==> config.mk <==
export PLATFORM = sky130hd
export DESIGN_NAME = server_list_packet_parser_top
export DESIGN_NICKNAME = d
export VERILOG_FILES = /design/src/sv/slpp_pkg.sv /design/src/sv/slpp_parser.sv /design/src/sv/slpp_out_queue.sv /design/src/sv/server_list_packet_parser_top.sv
export SDC_FILE = /design/constraint.sdc
export NUM_CORES = 1
export LEC_CHECK = 0
export BUFFER_PORTS_ARGS = -buffer_cell sky130_fd_sc_hd__buf_2
export CAP_MARGIN = 20
export CORE_ASPECT_RATIO = 1.2
export CORE_MARGIN = 4
export CORE_UTILIZATION = 50
export DETAILED_ROUTE_END_ITERATION = 16
export MAX_ROUTING_LAYER = met4
export PLACE_DENSITY = 0.67
export SLEW_MARGIN = 40
export SYNTH_ARGS = -nofsm -noshare
export SYNTH_HDL_FRONTEND = slang
export SYNTH_HIERARCHICAL = 1
export SYNTH_SLANG_ARGS = --single-unit
==> constraint.sdc <==
create_clock -name clk_i -period 9.3 [get_ports clk_i]
set_input_delay 0.465 -clock clk_i [delete_from_list [all_inputs] [get_ports clk_i]]
set_output_delay 0.465 -clock clk_i [all_outputs]
set_load 0.1 [all_outputs]
==> src/sv/slpp_pkg.sv <==
package slpp_pkg;

  // Highest number of parts in one server list (part numbers 0 .. MaxParts-1).
  localparam int MaxParts = 32;
  localparam int PartIdxW = (MaxParts > 1) ? $clog2(MaxParts) : 1;
  localparam int PartCntW = $clog2(MaxParts + 1);

  // Output queue depth; two free slots are needed to process one byte.
  localparam int QDepth = 4;
  localparam int QPtrW  = $clog2(QDepth);
  localparam int QCntW  = $clog2(QDepth + 1);

  // Response codes and markers carried in the packet.
  localparam logic [31:0] RespBanned       = 32'd3;
  localparam logic [31:0] RespBad          = 32'd4;
  localparam logic [31:0] RespWrongVersion = 32'd5;
  localparam logic [31:0] RespBeginPart    = 32'd6;
  localparam logic [7:0]  RespEnd          = 8'd2;
  localparam logic [7:0]  RespEndPart      = 8'd7;

  typedef enum logic [2:0] {
    StGood    = 3'd0,
    StPending = 3'd1,
    StBad     = 3'd2,
    StBanned  = 3'd3,
    StWait    = 3'd4,
    StOld     = 3'd5
  } status_e;

  typedef enum logic [2:0] {
    PhCode,
    PhPart,
    PhFirst,
    PhCount,
    PhIp,
    PhPortLo,
    PhPortHi,
    PhMark
  } phase_e;

  typedef enum logic {
    KindEntry  = 1'b0,
    KindStatus = 1'b1
  } kind_e;

  typedef struct packed {
    logic       mode;
    logic [7:0] data_byte;
    logic       end_of_packet;
  } in_t;

  typedef struct packed {
    logic        kind;
    logic [31:0] address;
    logic [15:0] port_number;
    status_e     status;
    logic        last_result;
  } out_t;

  // Results produced by one processed byte.
  typedef struct packed {
    logic [1:0] cnt;
    out_t       r0;
    out_t       r1;
  } res_bundle_t;

endpackage

==> src/sv/slpp_parser.sv <==
module slpp_parser (
  input  logic                 clk_i,
  input  logic                 rst_ni,
  input  logic                 step_i,
  input  slpp_pkg::in_t        item_i,
  output slpp_pkg::res_bundle_t res_o
);
  import slpp_pkg::*;

  phase_e                phase_q, phase_d;
  logic [1:0]            byte_idx_q, byte_idx_d;
  logic [31:0]           code_q, code_d;
  logic [MaxParts-1:0]   seen_q, seen_d;
  logic [PartCntW-1:0]   total_q, total_d;
  logic                  final_q, final_d;
  logic [31:0]           addr_q, addr_d;
  logic [7:0]            ports_left_q, ports_left_d;
  logic [7:0]            port_low_q, port_low_d;
  logic                  decided_q, decided_d;

  logic [MaxParts-1:0]   all_mask;
  logic                  set_good;
  logic [31:0]           code_new;
  logic [8:0]            part_plus;
  logic [7:0]            ports_dec;
  logic                  sw_valid;
  out_t                  sw_res;
  out_t                  bad_res;

  // Mask of every part number below the current part total.
  always_comb begin
    for (int i = 0; i < MaxParts; i++) begin
      all_mask[i] = (PartCntW'(i) < total_q);
    end
  end

  // A closing marker gives good once the final part is in and no part is missing.
  assign set_good  = (final_q || (item_i.data_byte == RespEnd)) && (seen_q == all_mask);
  assign code_new  = code_q | (32'(item_i.data_byte) << {byte_idx_q, 3'b000});
  assign part_plus = {1'b0, item_i.data_byte} + 9'd1;
  assign ports_dec = (ports_left_q != 8'd0) ? (ports_left_q - 8'd1) : 8'd0;

  always_comb begin
    bad_res             = '0;
    bad_res.kind        = KindStatus;
    bad_res.status      = StBad;
    bad_res.last_result = 1'b1;
  end

  // Byte step: next state and the result of the current phase.
  always_comb begin
    phase_d      = phase_q;
    byte_idx_d   = byte_idx_q;
    code_d       = code_q;
    seen_d       = seen_q;
    total_d      = total_q;
    final_d      = final_q;
    addr_d       = addr_q;
    ports_left_d = ports_left_q;
    port_low_d   = port_low_q;
    decided_d    = decided_q;
    sw_valid     = 1'b0;
    sw_res       = '0;
    sw_res.kind  = KindStatus;
    sw_res.status = StPending;
    res_o        = '0;

    if (item_i.mode) begin
      // Refresh start clears the part record and abandons the packet.
      seen_d       = '0;
      total_d      = '0;
      final_d      = 1'b0;
      phase_d      = PhCode;
      byte_idx_d   = '0;
      code_d       = '0;
      addr_d       = '0;
      ports_left_d = '0;
      port_low_d   = '0;
      decided_d    = 1'b0;
    end else begin
      if (!decided_q) begin
        unique case (phase_q)
          PhCode: begin
            code_d = code_new;
            if (byte_idx_q == 2'd3) begin
              byte_idx_d = '0;
              if (code_new == RespBeginPart) begin
                phase_d = PhPart;
              end else begin
                sw_valid  = 1'b1;
                decided_d = 1'b1;
                if (code_new == RespBanned) begin
                  sw_res.status = StBanned;
                end else if (code_new == RespBad) begin
                  sw_res.status = StWait;
                end else if (code_new == RespWrongVersion) begin
                  sw_res.status = StOld;
                end else begin
                  sw_res.status = StPending;
                end
              end
            end else begin
              byte_idx_d = byte_idx_q + 2'd1;
            end
          end
          PhPart: begin
            if (item_i.data_byte >= 8'(MaxParts)) begin
              sw_valid      = 1'b1;
              decided_d     = 1'b1;
              sw_res.status = StBad;
            end else if (seen_q[item_i.data_byte[PartIdxW-1:0]]) begin
              sw_valid      = 1'b1;
              decided_d     = 1'b1;
              sw_res.status = StPending;
            end else begin
              seen_d[item_i.data_byte[PartIdxW-1:0]] = 1'b1;
              if (part_plus > 9'(total_q)) begin
                total_d = part_plus[PartCntW-1:0];
              end
              phase_d = PhFirst;
            end
          end
          PhFirst: begin
            if ((item_i.data_byte == RespEnd) || (item_i.data_byte == RespEndPart)) begin
              if (item_i.data_byte == RespEnd) begin
                final_d = 1'b1;
              end
              sw_valid      = 1'b1;
              decided_d     = 1'b1;
              sw_res.status = set_good ? StGood : StPending;
            end else begin
              phase_d = PhCount;
            end
          end
          PhCount: begin
            if (item_i.data_byte == 8'd0) begin
              phase_d = PhMark;
            end else begin
              ports_left_d = item_i.data_byte;
              addr_d       = '0;
              byte_idx_d   = '0;
              phase_d      = PhIp;
            end
          end
          PhIp: begin
            addr_d = {addr_q[23:0], item_i.data_byte};
            if (byte_idx_q == 2'd3) begin
              byte_idx_d = '0;
              phase_d    = PhPortLo;
            end else begin
              byte_idx_d = byte_idx_q + 2'd1;
            end
          end
          PhPortLo: begin
            port_low_d = item_i.data_byte;
            phase_d    = PhPortHi;
          end
          PhPortHi: begin
            sw_valid           = 1'b1;
            sw_res.kind        = KindEntry;
            sw_res.address     = addr_q;
            sw_res.port_number = {item_i.data_byte, port_low_q};
            sw_res.status      = StGood;
            ports_left_d       = ports_dec;
            phase_d            = (ports_dec == 8'd0) ? PhCount : PhPortLo;
          end
          PhMark: begin
            if (item_i.data_byte == RespEnd) begin
              final_d = 1'b1;
            end
            sw_valid      = 1'b1;
            decided_d     = 1'b1;
            sw_res.status = set_good ? StGood : StPending;
          end
          default: begin
            sw_valid      = 1'b1;
            decided_d     = 1'b1;
            sw_res.status = StBad;
          end
        endcase
      end

      // Packet end: an undecided packet gives bad, then the packet state restarts.
      if (item_i.end_of_packet) begin
        if (!decided_d) begin
          if (sw_valid) begin
            res_o.cnt = 2'd2;
            res_o.r0  = sw_res;
            res_o.r1  = bad_res;
          end else begin
            res_o.cnt = 2'd1;
            res_o.r0  = bad_res;
          end
        end else if (sw_valid) begin
          res_o.cnt = 2'd1;
          res_o.r0  = sw_res;
          res_o.r0.last_result = 1'b1;
        end
        phase_d      = PhCode;
        byte_idx_d   = '0;
        code_d       = '0;
        addr_d       = '0;
        ports_left_d = '0;
        port_low_d   = '0;
        decided_d    = 1'b0;
      end else if (sw_valid) begin
        res_o.cnt = 2'd1;
        res_o.r0  = sw_res;
        res_o.r0.last_result = 1'b1;
      end
    end
  end

  // Parser state registers.
  always_ff @(posedge clk_i or negedge rst_ni) begin
    if (!rst_ni) begin
      phase_q      <= PhCode;
      byte_idx_q   <= '0;
      code_q       <= '0;
      seen_q       <= '0;
      total_q      <= '0;
      final_q      <= 1'b0;
      addr_q       <= '0;
      ports_left_q <= '0;
      port_low_q   <= '0;
      decided_q    <= 1'b0;
    end else if (step_i) begin
      phase_q      <= phase_d;
      byte_idx_q   <= byte_idx_d;
      code_q       <= code_d;
      seen_q       <= seen_d;
      total_q      <= total_d;
      final_q      <= final_d;
      addr_q       <= addr_d;
      ports_left_q <= ports_left_d;
      port_low_q   <= port_low_d;
      decided_q    <= decided_d;
    end
  end

  // Every packet end leaves the parser waiting for a fresh response code.
  a_eop_restart: assert property (@(posedge clk_i) disable iff (!rst_ni)
    (step_i && item_i.end_of_packet) |=> (phase_q == PhCode && !decided_q))
    else $error("packet end did not restart the parser");

  // A second result is only ever the early-end status.
  a_second_is_bad: assert property (@(posedge clk_i) disable iff (!rst_ni)
    (step_i && res_o.cnt == 2'd2) |-> (res_o.r1.status == StBad && res_o.r0.kind == KindEntry))
    else $error("unexpected second result");

  // A decided packet gives nothing more until its end.
  a_quiet_after_decide: assert property (@(posedge clk_i) disable iff (!rst_ni)
    (step_i && decided_q && !item_i.end_of_packet) |-> (res_o.cnt == 2'd0))
    else $error("result after the packet status");

endmodule

==> src/sv/slpp_out_queue.sv <==
module slpp_out_queue (
  input  logic                    clk_i,
  input  logic                    rst_ni,
  input  slpp_pkg::res_bundle_t   push_i,
  output logic [slpp_pkg::QCntW-1:0] free_o,
  output logic                    out_valid_o,
  input  logic                    out_ready_i,
  output slpp_pkg::out_t          out_data_o
);
  import slpp_pkg::*;

  out_t             mem_q [QDepth];
  logic [QPtrW-1:0] wr_q, wr_d;
  logic [QPtrW-1:0] rd_q, rd_d;
  logic [QCntW-1:0] cnt_q, cnt_d;
  logic             pop;
  logic [QPtrW-1:0] wr_next;

  assign out_valid_o = (cnt_q != '0);
  assign out_data_o  = mem_q[rd_q];
  assign pop         = out_valid_o && out_ready_i;
  assign free_o      = QCntW'(QDepth) - cnt_q + QCntW'(pop);
  assign wr_next     = wr_q + QPtrW'(1);

  // Pointer and fill count update.
  always_comb begin
    wr_d  = wr_q + QPtrW'(push_i.cnt);
    rd_d  = rd_q + QPtrW'(pop);
    cnt_d = cnt_q + QCntW'(push_i.cnt) - QCntW'(pop);
  end

  always_ff @(posedge clk_i or negedge rst_ni) begin
    if (!rst_ni) begin
      wr_q  <= '0;
      rd_q  <= '0;
      cnt_q <= '0;
    end else begin
      wr_q  <= wr_d;
      rd_q  <= rd_d;
      cnt_q <= cnt_d;
    end
  end

  // Result storage; the second result of a byte goes into the slot after the first.
  always_ff @(posedge clk_i) begin
    if (push_i.cnt != 2'd0) begin
      mem_q[wr_q] <= push_i.r0;
    end
    if (push_i.cnt == 2'd2) begin
      mem_q[wr_next] <= push_i.r1;
    end
  end

  a_no_overflow: assert property (@(posedge clk_i) disable iff (!rst_ni)
    (QCntW'(push_i.cnt) <= free_o))
    else $error("output queue overflow");

  a_count_bound: assert property (@(posedge clk_i) disable iff (!rst_ni)
    (cnt_q <= QCntW'(QDepth)))
    else $error("output queue count out of range");

  // A full queue with nothing leaving takes no new results.
  a_full_no_push: assert property (@(posedge clk_i) disable iff (!rst_ni)
    (cnt_q == QCntW'(QDepth) && !pop) |-> (push_i.cnt == 2'd0))
    else $error("push into a full output queue");

endmodule

==> src/sv/server_list_packet_parser_top.sv <==
// The input register holds an accepted byte until the output queue has room for both
// of its possible results; the parser then processes it and the queue offers its results.
// Throughput: one byte per cycle while the output queue has room, limited by the output
// port at one result per cycle; a byte that gives an entry and a status yields two results.
// Reset: rst_ni clears the part record, the packet state and the output queue.
module server_list_packet_parser_top (
  input  logic             clk_i,
  input  logic             rst_ni,
  input  logic             in_valid_i,
  output logic             in_ready_o,
  input  slpp_pkg::in_t    in_data_i,
  output logic             out_valid_o,
  input  logic             out_ready_i,
  output slpp_pkg::out_t   out_data_o
);
  import slpp_pkg::*;

  in_t              in_q;
  logic             in_valid_q, in_valid_d;
  logic             step;
  logic             accept;
  logic [QCntW-1:0] free;
  res_bundle_t      res;
  res_bundle_t      push;

  // The held byte is parsed once the queue has room for both possible results.
  assign step       = in_valid_q && (free >= QCntW'(2));
  assign in_ready_o = !in_valid_q || step;
  assign accept     = in_valid_i && in_ready_o;
  assign in_valid_d = accept || (in_valid_q && !step);

  always_ff @(posedge clk_i or negedge rst_ni) begin
    if (!rst_ni) begin
      in_valid_q <= 1'b0;
    end else begin
      in_valid_q <= in_valid_d;
    end
  end

  always_ff @(posedge clk_i) begin
    if (accept) begin
      in_q <= in_data_i;
    end
  end

  slpp_parser u_parser (
    .clk_i  (clk_i),
    .rst_ni (rst_ni),
    .step_i (step),
    .item_i (in_q),
    .res_o  (res)
  );

  // Only a byte that is really processed pushes results.
  always_comb begin
    push = res;
    if (!step) begin
      push.cnt = 2'd0;
    end
  end

  slpp_out_queue u_out_queue (
    .clk_i       (clk_i),
    .rst_ni      (rst_ni),
    .push_i      (push),
    .free_o      (free),
    .out_valid_o (out_valid_o),
    .out_ready_i (out_ready_i),
    .out_data_o  (out_data_o)
  );

endmodule

# Word level (Yosys, flattened, before mapping)
# Memories as Yosys holds them, arrays and structs flattened.
# Index checks and enable logic that the tools add are counted.
# word_totals
ff_bits,143
ramBits,212
n_memories,1
# memory_table
name,words,word_bits,rd,rd_ports_with_merged_regs,write_ports,line,source
u_out_queue.mem_q,4,53,1,0,2,slpp_out_queue.sv:12,out_t mem_q [QDepth];
# op_classes
add_sub_neg,10
magnitude_cmp,37
eq_ne,28
shift,1
n_mux,94
bitwise_logic,2
n_reduce_logical,38
# ops
operator,count
32-bit 2-to-1 mux,13
55-bit 2-to-1 mux,3
53-bit 2-to-1 mux,3
108-bit 2-to-1 mux,1
"32-bit by 3-bit equality test with 1-bit output, second input constant",3
"5-bit by 6-bit less-than comparator with 1-bit output, first input constant",16
8-bit 2-to-1 mux,9
32-bit OR,2
32-bit one-hot mux with 2 select lines,1
54-bit 2-to-1 mux,1
52-bit 2-to-1 mux,1
49-bit 2-to-1 mux,1
"4-bit by 6-bit less-than comparator with 1-bit output, first input constant",8
3-bit 2-to-1 mux,16
6-bit 2-to-1 mux,6
"32-bit by 2-bit equality test with 1-bit output, second input constant",1
32-bit equality test,1
8-bit by 5-bit << shifter with 32-bit output,1
"3-bit by 6-bit less-than comparator with 1-bit output, first input constant",4
1-bit 2-to-1 mux,22
3-bit one-hot mux with 7 select lines,1
8-bit zero test,2
2-bit 2-to-1 mux,8
"4-bit inequality test, second input constant",4
48 further kinds,82

# Logic depth before layout (Yosys ltp)
# Gate-level depths: netlist of the first run.
# logic_depth
ltp_word,18
mapped_depth,21
ltp_nobuf,18

# Modules after synthesis
# The synthesis of the first run kept the hierarchy.
# by_module_without_submodules
module,n_inst,cells_each,area_per_inst_um2,seq_area_each_um2
slpp_out_queue,1,556,10687.8,6541.3
slpp_parser,1,931,7852.5,3128.0
server_list_packet_parser_top,1,18,374.1,325.3

# Least setup slack after synthesis of the first run
# Ideal clock, no wire load.
# synth_timing
kind,flip-flop to flip-flop
start,register in_q[2] (netlist name)
end,"memory u_out_queue/mem_q[0][0] (netlist name), enable pin"
setup_ns,0.537
arrival_ns,6.764
path_slack_ns,1.999
stages_incl_launch_ff,17
synth_period_minus_slack_ns,7.301
path_cell_list,edfxtp_1 > buf_2 > buf_6 > mux2_4 > a221oi_2 > a22oi_1 > o31ai_2 > nand2b_1 > nor2_1 > nor3_1 > ha_1 > nand3b_1 > o21ai_1 > buf_4 > and2_1 > o21bai_1 > o21ai_0
# synth_lines
item,line,source
"start, declared",server_list_packet_parser_top.sv:18,in_t in_q;
"start signal, assigned",server_list_packet_parser_top.sv:42,in_q <= in_data_i;
"end, declared",slpp_out_queue.sv:12,

==> results of run 1 <==
==> per-stage QoR <==
| step | worst slack (ns) | hold WS (ns) |
|---|---|---|
| after floorplan | 2.00 | 0.169 |
| final | 3.83 | 0.119 |
| after global placement | 3.63 | 0.457 |
| after detailed placement | 3.85 | 0.466 |
| after global routing | 3.46 | 0.0971 |
| after CTS | 3.82 | 0.0927 |
==> cell usage after synthesis, drive strengths merged, types with 14 or more instances <==
library cell / n
a21oi: 69
a22o: 18
and2: 14
and3: 56
buf: 97
clkbuf: 71
dfrtp: 133
edfxtp: 222
ha: 21
inv: 26
mux2: 221
mux4: 57
nand2: 124
nor2: 88
nor3: 15
nor4: 16
o21ai: 70
==> routing by layer <==
layer / vias up / track usage, % / routed length, um
met5: - / - / 0
met4: 0 / 5.60 / 1080
met3: 84 / 2.58 / 1830
met2: 341 / 35.4 / 22100
met1: 6082 / 28.5 / 18300
li1: 5576 / - / -
==> sequential cells by signal (all words and copies together), names as in the netlist <==
name,flops
in_q,10
in_valid_q,1
u_out_queue/cnt_q,3
u_out_queue/mem_q,212
u_out_queue/rd_q,2
u_out_queue/wr_q,2
u_parser/addr_q,32
u_parser/byte_idx_q,2
u_parser/code_q,32
u_parser/decided_q,1
u_parser/final_q,1
u_parser/phase_q,3
u_parser/port_low_q,8
u_parser/ports_left_q,8
u_parser/seen_q,32
u_parser/total_q,6
==> cells by family after synthesis <==
family	Yosys count	share of synthesized area (%)
DFF	355	52.8
muxes	287	20.6
xor gates and xnor gates	20	0.926
and+or+nand+nor	381	10.2
adders and majority gates	22	1.49
buffers and inverters	194	5.54
other	1	0.0198
AOI/OAI and AO/OA	245	8.37
==> final cells by class <==
cell class | count | share of cell area (%)
clock inverter | 12 | 0.325
multi-input combinational | 1005 | 39.2
inverter | 26 | 0.470
timing repair buffer | 95 | 3.26
clock buffer | 56 | 5.76
tap | 474 | 2.85
sequential | 355 | 48.1
==> power groups by stage <==
stage               Combinational, mW  Clock (mW)  Sequential (mW)
finish                           2.73        1.50             2.11
global route                     2.88        1.59             2.14
CTS                              2.73        1.53             2.11
detailed placement               2.73           0             2.14
global placement                 2.66           0             2.17
floorplan                        2.32           0             2.03
==> what timing repair did <==
action,CTS,global route
hold buffers,1,0
hold endpoints to repair,67,0
setup endpoints to repair,0,0
==> worst paths after layout <==
check / end / slack (ns) / cells past startpoint
setup / recovery: u_out_queue/mem_q[0][9] / 3.83 / 14
hold / removal: in_q[1] / 0.12 / 1
setup reg to reg: u_out_queue/mem_q[0][9] / 3.83 / 14
hold reg to reg: u_parser/port_low_q[0] / 0.47 / 2
max in group asynchronous: u_parser/code_q[16] / 7.68 / 3
min in group asynchronous: u_parser/seen_q[6] / 0.52 / 2
==> results.md, run 1 <==
* Cells after Synth at 1505
* Post-DRT Antenna Nets at 0
* CP most frequent cell: nor2b_1
* Post-synth EDFFs at 222
* Post-Place Cells at 1952
* Worst path bufs/invs at 2
* Final instance area at 0.0208 sq mm
* Cell Area, Placed at 0.0194 sq mm
* Worst EP arrival at 5.62 ns
* Setup violators final at 0
* Post-synth top area share at 35.2%
* Layout area overhead at 9.83%
* Drt via density at 5.97
* Chip height at 221 um
* Pwr Total at 6.34 mW
* Sw frac at 45.1%
* FFs w/ async S/R, synth at 37.5%
* Ranking of synthesized cells by area: edfxtp_1, dfrtp_1, mux2_2
* Layout Nets at 1556
* Leakage power at 8.38 nW
* HPWL after detailed placement at 27200 um
* Most common cell after layout, fill and taps aside: edfxtp_1
* Resized cells post-CTS at 0
* Initial antenna violation count at 0
* Global-route wire length before repair at 68700 um
* TritonCTS Buffers at 37
* Htree depth at 2
* Post-synthesis sequential area ratio at 52.8%
* Max-cap viol count at 0
* Setup Fix Bufs, Post-CTS at 0
* Multi-input gate area at 0.00814 sq mm
* Clk buf depth at 3
* Yosys top cell by area: edfxtp_1
* DRT Pass-1 Iters at 5
* Final Hold Viols at 0
* Ant diodes at 0
* Pin count of the biggest net entering global routing at 69
* GP Congestion at 0.913
* Slew headroom at 46.5%
* FF+latch area at 0.0100 sq mm
* Slowest stage delay, CP at 0.72 ns
* Yosys reg bits at 355
* Initial core utilization at 51.0%
* VDD IR max at 206 uV
* Fmax at 183 MHz
* Commonest non-fill, non-tap cells in the layout: edfxtp_1, mux2_2, dfrtp_1
* # port buffers at 68
* Root buffer cell: clkbuf_16
* Final Max Slew Viols at 0
* Setup TNS at 0 ns
* Hold Startpoint: in_data_i[1]
* Std-Cell Rows at 77
* Worst Hold Class: input port to register
* Clk slew on worst S/H paths at 0.06 ns
* Layout Cells excl Fill at 2023
* Layout Utilization at 56.0%
* Mean post-synth cell area at 12.6 sq um
* Fraction of layout cells with a size suffix above 1 at 29.7%
* Crit. Startpoint: in_q[1]
* FILL cells at 2980
* Syn. warnings at 6
* Logic pwr share at 43.1%
* DIE AREA at 0.0410 sq mm
* CTS Sinks at 355
* RSZ-0062 raised after global routing: no
* CP max stage cell: edfxtp_1
* Via Count at 12.1k
* Worst Tran Pin Value at 0.800 ns
* Tot GR Track Use at 21.5%
* CP top delay family: compound AO/OA/AOI/OAI gates
* Mapped Area at 0.0189 sq mm
* Crit share post-route at 58.8%
* CP Cell Sequence: buf_6, mux4_2, nor2b_1, o21ai_1, o31ai_2, nand2b_1, a31oi_1, nor2b_1, ha_1, and3b_1, and2_1, o21bai_1, o21ai_4, buf_4
* Later-pin clock latency in the skew report at 0.53 ns
* CP required at 9.46 ns
* Most used DFF post-synth: edfxtp_1
* Drt wl/cell at 21.4 um
* Minimum clock period at 5.47 ns
* Drt initial violations at 873
* Critical path type: register to register
* Drc violations at 0
* I/O pin count at 69
* Clk network pwr share at 23.6%
* Power density over cell area at 305 mW/mm^2
* Reg2Reg Launch Point: in_q[1]
* Internal at 3.48 mW
* Switch Pwr at 2.86 mW
* Final wirelength at 43300 um
* Status: finished, final reports clean
* CTS tree: yes
* Core box area at 0.0371 sq mm
* Crit Path Max Fanout at 34
* Synth cell types at 84
* Clk_skew at 0.0145 ns
* Die boundary width at 186 um
* Startpoint types: register
* Worst Setup End Kind: register
* GRT overflow at 0
* Number of global-route vias before repair at 12.1k
* Sequential share of power at 33.3%
(Power assumes the default switching activity.)
==> inputs of run 2 (changes only) <==
- clock period: 9.3 -> 5.4 ns (I/O delays scaled with it)
==> run 2 against run 1 <==
Against the previous run: count of clock-buffer cells in the layout is 1 lower; register-to-register slack worse by 3.5 ns; core utilization is 0.31 points higher; critical path type unchanged.
==> results.md, run 2 (same netlist as run 1, synthesis figures left out) <==
* Std-Cell Rows at 77 (unchanged)
* R2R cell count at 14 (unchanged)
* Multi-input gate area at 0.00814 sq mm (about the same)
* Top sig layer: met4 (unchanged)
* Startpoint types: register (unchanged)
* VDD IR max at 406 uV (was 206 uV)
* Layout Utilization at 56.3% (was 56.0%)
* Power density over cell area at 518 mW/mm^2 (was 305 mW/mm^2)
* R2R Path End: u_out_queue/mem_q[1][14] (was u_out_queue/mem_q[0][9])
* Layout Nets at 1582 (was 1556)
* Pin count of the biggest net entering global routing at 65 (was 69)
* Layout area overhead at 10.4% (was 9.83%)
* CTS Sinks at 355 (unchanged)
* Drt initial violations at 1087 (was 873)
* Core box area at 0.0371 sq mm (unchanged)
* Reg2Reg Launch Point: in_q[2] (was in_q[1])
* Met2 wire length at 22200 um (was 22100 um)
* Routed wl met3 at 2160 um (was 1830 um)
* Commonest non-fill, non-tap cells in the layout: edfxtp_1, mux2_2, dfrtp_1 (unchanged)
* Setup violators final at 0 (unchanged)
* GP Congestion at 0.926 (was 0.913)
* HPWL after detailed placement at 28000 um (was 27200 um)
* Worst Hold Class: input port to register (unchanged)
* Chip height at 221 um (unchanged)
* Worst Tran Pin Value at 0.770 ns (was 0.800 ns)
* Hold Path Depth at 3 (was 1)
* Htree depth at 2 (unchanged)
* Hold Startpoint: out_ready_i (was in_data_i[1])
* TritonCTS Buffers at 37 (unchanged)
* Status: finished, final reports clean (unchanged)
* Root buffer cell: clkbuf_16 (unchanged)
* Fmax at 198 MHz (was 183 MHz)
* Fraction of layout cells with a size suffix above 1 at 29.7% (about the same)
* Cell Area, Placed at 0.0196 sq mm (was 0.0194 sq mm)
* Hold endpoint: u_out_queue/rd_q[0] (was in_q[1])
* Clk_skew at 0.0183 ns (was 0.0145 ns)
* I/O pin count at 69 (unchanged)
* Drt wl/cell at 21.4 um (about the same)
* Die boundary width at 186 um (unchanged)
* GRT overflow at 0 (unchanged)
* Crit share post-route at 93.7% (was 58.8%)
* Later-pin clock latency in the skew report at 0.54 ns (was 0.53 ns)
* Worst EP arrival at 5.27 ns (was 5.62 ns)
* DRT Pass-1 Iters at 5 (unchanged)
* FILL cells at 2999 (was 2980)
* Ant diodes at 0 (unchanged)
* CTS tree: yes (unchanged)
* Setup Fix Bufs, Post-CTS at 0 (unchanged)
* # port buffers at 68 (unchanged)
* Leakage power at 8.44 nW (was 8.38 nW)
* Final wirelength at 43900 um (was 43300 um)
* Final Max Slew Viols at 0 (unchanged)
* Worst R2R Setup Slack at 0.34 ns (was 3.83 ns)
* Crit Path Max Fanout at 36 (was 34)
* Clk slew on worst S/H paths at 0.06 ns (about the same)
* Critical path type: register to register (unchanged)
* Initial core utilization at 51.0% (unchanged)
* RSZ-0062 raised after global routing: no (unchanged)
* CP required at 5.61 ns (was 9.46 ns)
* Via Count at 12.2k (was 12.1k)
* Final Hold Viols at 0 (unchanged)
* Metal-1 WL at 18400 um (was 18300 um)
* Minimum clock period at 5.06 ns (was 5.47 ns)
* Most common cell after layout, fill and taps aside: edfxtp_1 (unchanged)
* Worst Setup End Kind: register (unchanged)
* Most flops, register: u_out_queue/mem_q (unchanged)
* Pwr Total at 10.8 mW (was 6.34 mW)
* Post-DRT Antenna Nets at 0 (unchanged)
* Max-cap viol count at 0 (unchanged)
* FF+latch area at 0.0100 sq mm (about the same)
* Slew headroom at 48.6% (was 46.5%)
* Resized cells post-CTS at 0 (unchanged)
* Tot GR Track Use at 21.9% (was 21.5%)
* Global-route wire length before repair at 69500 um (was 68700 um)
* Drc violations at 0 (unchanged)
* Number of flip-flops under the largest register name at 212 (unchanged)
* Drt via density at 5.93 (was 5.97)
* Clk buf depth at 3 (unchanged)
* Final instance area at 0.0209 sq mm (was 0.0208 sq mm)
* Hold-fix buffers, CTS at 12 (was 1)
* Setup TNS at 0 ns (unchanged)
* Initial antenna violation count at 0 (unchanged)
* DIE AREA at 0.0410 sq mm (unchanged)
* Number of global-route vias before repair at 12.3k (was 12.1k)
run 2: cell count changes in the layout (fill, tap and decap cells not counted), moves of 2 or more:
cell           change
buf_12             +7
buf_16             -3
buf_4             +19
buf_6              -7
clkbuf_1           +9
clkbuf_16          -5
clkbuf_8           -4
clkinv_8           +2
dlygate4sd3_1     +11
run 2: final cells by class:
| type | count | share of cell area, % |
|---|---|---|
| multi-input combinational | 1005 | 39.0 |
| clock inverter | 13 | 0.569 |
| clock buffer | 55 | 5.00 |
| sequential | 355 | 47.9 |
| timing repair buffer | 121 | 4.28 |
| inverter | 26 | 0.467 |
| tap | 474 | 2.84 |
run 2: per-layer routing:
| layer | vias up | track usage [%] |
|---|---|---|
| met1 | 6055 | 28.9 |
| met2 | 381 | 35.9 |
| met5 | - | - |
| li1 | 5630 | - |
| met3 | 88 | 2.87 |
| met4 | 0 | 6.23 |
run 2: power by group:
part | internal (mW) | switching, mW
logic | 1.18 | 3.59
registers | 3.31 | 0.282
clock network | 1.40 | 1.05
run 2: how the worst max path moves through the flow:
stage	endpoint	from	slack, ns	depth (start not counted)
6_report	u_out_queue/mem_q[1][14]	in_q[2]	0.34	14
5_1_grt	u_out_queue/mem_q[1][20]	in_q[2]	0.02	14
4_1_cts	u_out_queue/mem_q[3][14]	in_q[2]	0.37	14
3_5_place_dp	u_out_queue/mem_q[3][18]	in_q[2]	0.38	14
3_3_place_gp	u_out_queue/mem_q[3][14]	in_q[2]	0.53	14
2_1_floorplan	u_out_queue/mem_q[1][0]	in_q[2]	-0.37	16
run 2: per-stage QoR:
stage | cells | hold slack, ns | worst slack (ns)
5_1_grt | 2049 | 0.196 | 0.0212
4_1_cts | 2048 | 0.140 | 0.366
2_1_floorplan | 1554 | -0.0256 | -0.367
3_3_place_gp | 1966 | 0.396 | 0.525
6_report | 2049 | 0.170 | 0.339
3_5_place_dp | 1968 | 0.261 | 0.378
run 2: worst max-delay path: stages, from the launching register on:
cell and delay (ns):
edfxtp_1 0.57, buf_4 0.33, mux2_1 0.35, o221ai_1 0.20, o21ai_1 0.15, o31ai_2 0.33, nand2b_1 0.25, a31oi_1 0.25
nor2b_1 0.17, ha_1 0.14, and3b_1 0.38, and2_1 0.37, mux2i_1 0.23, nor2_4 0.64, buf_12 0.34
==> inputs of run 3 (changes only) <==
- clock period: 5.4 -> 6.3 ns (I/O delays scaled with it)
==> run 3 against run 2 <==
Against the previous run: total power is 14% lower; count of clock-buffer cells in the layout is 3 lower; largest power group unchanged; global-route usage is 0.38 points higher; combinational power is 15% lower; routed wire length is 0.82% higher; clock skew is 0.0014 ns lower; sequential cell count stayed put; worst hold slack worse by 0.13 ns; die area stayed put; sequential power is 13% lower; register-to-register slack better by 0.59 ns; setup slack better by 0.59 ns.
==> results.md, run 3 (same netlist as run 1, synthesis figures left out) <==
* I/O pin count at 69 (unchanged)
* Setup Fix Bufs, Post-CTS at 0 (unchanged)
* Sequential share of power at 33.7% (was 33.3%)
* Worst Hold Class: input port to register (unchanged)
* Leakage power at 8.38 nW (was 8.44 nW)
* GRT overflow at 0 (unchanged)
* Pin count of the biggest net entering global routing at 80 (was 65)
* Initial antenna violation count at 0 (unchanged)
* Drt via density at 5.91 (was 5.93)
* Drt initial violations at 968 (was 1087)
* Std-Cell Rows at 77 (unchanged)
* Gr busiest metal: met2 (unchanged)
* DRT Pass-1 Iters at 5 (unchanged)
* Tot GR Track Use at 22.3% (was 21.9%)
* Worst path bufs/invs at 2 (unchanged)
* TritonCTS Buffers at 38 (was 37)
* Worst Tran Pin Value at 0.840 ns (was 0.770 ns)
* Layout Nets at 1571 (was 1582)
* Max-cap viol count at 0 (unchanged)
* Via Count at 12.0k (was 12.2k)
* Met2 Resource Use GR at 37.1% (was 35.9%)
* Switch Pwr at 4.25 mW (was 4.93 mW)
* Htree depth at 2 (unchanged)
* Most flops, register: u_out_queue/mem_q (unchanged)
* Clk slew on worst S/H paths at 0.06 ns (about the same)
* Worst EP arrival at 5.58 ns (was 5.27 ns)
* Chip height at 221 um (unchanged)
* Resized cells post-CTS at 0 (unchanged)
* Clk_skew at 0.0169 ns (was 0.0183 ns)
* Fmax at 186 MHz (was 198 MHz)
* Drt wl/cell at 21.7 um (was 21.4 um)
* Worst Setup End Kind: register (unchanged)
* Setup TNS at 0 ns (unchanged)
* RSZ-0062 raised after global routing: no (unchanged)
* Final Max Slew Viols at 0 (unchanged)
* Pwr Total at 9.25 mW (was 10.8 mW)
* Clk buf depth at 3 (unchanged)
* Met3 Resource Use GR at 3.22% (was 2.87%)
* Ant diodes at 0 (unchanged)
* DIE AREA at 0.0410 sq mm (unchanged)
* Layout area overhead at 9.76% (was 10.4%)
* CP max stage cell: edfxtp_1 (was nor2_4)
* Met1 usage at 28.2% (was 28.9%)
* Hold-fix buffers, CTS at 11 (was 12)
* Die boundary width at 186 um (unchanged)
* Root buffer cell: clkbuf_16 (unchanged)
* Drc violations at 0 (unchanged)
* Slowest stage delay, CP at 0.79 ns (was 0.64 ns)
* Core box area at 0.0371 sq mm (unchanged)
* HPWL after detailed placement at 27900 um (was 28000 um)
* Number of flip-flops under the largest register name at 212 (unchanged)
* Global-route wire length before repair at 70700 um (was 69500 um)
* Critical path type: register to register (unchanged)
* CP Cell Sequence: mux2_1, a221oi_1, a22oi_1, o31ai_2, nand2b_1, a31oi_1, nor2b_1, ha_1, and3b_1, and2_1, and4bb_2, buf_4, o21bai_4, buf_12 (was buf_4, mux2_1, o221ai_1, o21ai_1, o31ai_2, nand2b_1, a31oi_1, nor2b_1, ha_1, and3b_1, and2_1, mux2i_1, nor2_4, buf_12)
* Initial core utilization at 51.0% (unchanged)
* Crit Path Max Fanout at 32 (was 36)
* CP top delay family: compound AO/OA/AOI/OAI gates (was simple AND/OR/NAND/NOR gates)
* CTS Sinks at 355 (unchanged)
* Later-pin clock latency in the skew report at 0.54 ns (about the same)
* Minimum clock period at 5.37 ns (was 5.06 ns)
* Post-DRT Antenna Nets at 0 (unchanged)
* Clk network pwr share at 22.6% (about the same)
* Most common cell after layout, fill and taps aside: edfxtp_1 (unchanged)
* Fraction of layout cells with a size suffix above 1 at 29.4% (was 29.7%)
* Startpoint types: register (unchanged)
* # port buffers at 68 (unchanged)
* Final Hold Viols at 0 (unchanged)
* Worst Setup Slack, final at 0.933 ns (was 0.339 ns)
* Internal at 5.01 mW (was 5.89 mW)
* VDD IR max at 321 uV (was 406 uV)
* Final wirelength at 44300 um (was 43900 um)
* Commonest non-fill, non-tap cells in the layout: edfxtp_1, mux2_2, dfrtp_1 (unchanged)
* Power density over cell area at 446 mW/mm^2 (was 518 mW/mm^2)
* CTS tree: yes (unchanged)
* Status: finished, final reports clean (unchanged)
* Number of global-route vias before repair at 12.4k (was 12.3k)
* Setup violators final at 0 (unchanged)
* Logic pwr share at 43.7% (was 44.1%)
* Crit share post-route at 85.2% (was 93.7%)
* Sw frac at 45.9% (was 45.5%)
* Slew headroom at 43.8% (was 48.6%)
* CP required at 6.51 ns (was 5.61 ns)
* GP Congestion at 0.928 (was 0.926)
* Dpl ws at 0.990 ns (was 0.378 ns)
[run 3: cell types whose count changed in the layout (fill, tap and decap cells not counted), moves of 2 or more]
cell      previous run  this run
buf_12               8         6
buf_4               32        23
clkbuf_1            13         9
clkinv_1             2         4
clkinv_2             5         9
[run 3: power by group through the flow]
stage	clock network [mW]	logic [mW]	registers, mW
final	2.09	4.05	3.12
after global routing	2.25	4.26	3.17
after CTS	2.15	4.07	3.12
after detailed placement	0	4.05	3.17
after global placement	0	3.97	3.20
after floorplan	0	3.43	2.99
[run 3: layout make-up]
cell class                      count  area [sq um]
Timing Repair Buffer              109           761
Inverter                           26          97.6
Clock inverter                     18           110
Tap cell                          474           593
Fill cell                        3054         16300
Multi-Input combinational cell   1005          8140
Sequential cell                   355         10000
Clock buffer                       52          1050
[run 3: final timing paths]
kind	start	slack [ns]	to	cells after the start
max in group asynchronous	rst_ni	4.88	u_parser/addr_q[3]	3
hold reg to reg	u_parser/port_low_q[1]	0.47	u_parser/port_low_q[1]	2
setup / recovery	in_q[2]	0.93	u_out_queue/mem_q[2][9]	14
setup reg to reg	in_q[2]	0.93	u_out_queue/mem_q[2][9]	14
hold / removal	in_valid_i	0.04	in_valid_q	2
min in group asynchronous	rst_ni	0.30	u_parser/seen_q[6]	2
[run 3: worst reg2reg max path, stage by stage (launching register included)]
cell and delay [ns]:
edfxtp_1 0.79, mux2_1 0.38, a221oi_1 0.34, a22oi_1 0.23, o31ai_2 0.35, nand2b_1 0.24
a31oi_1 0.27, nor2b_1 0.17, ha_1 0.15, and3b_1 0.40, and2_1 0.36, and4bb_2 0.30
buf_4 0.27, o21bai_4 0.43, buf_12 0.33
[run 3: per-stage QoR]
stage / utilization [%] / area (sq um) / cells / hold WS, ns
floorplan: - / 19100 / 1554 / 0.0194
CTS: 55.9 / 20700 / 2039 / 0.0169
global placement: 52.4 / 19400 / 1957 / 0.314
global route: 56.0 / 20800 / 2039 / 0.0214
detailed placement: 52.5 / 19500 / 1958 / 0.321
finish: 56.0 / 20800 / 2039 / 0.0424
[run 3: routing by layer]
metal / vias to the layer above / share of wire (%)
met5: - / 0
met4: 0 / 3.2
met3: 96 / 4.1
met2: 277 / 51
met1: 6065 / 41
li1: 5608 / -
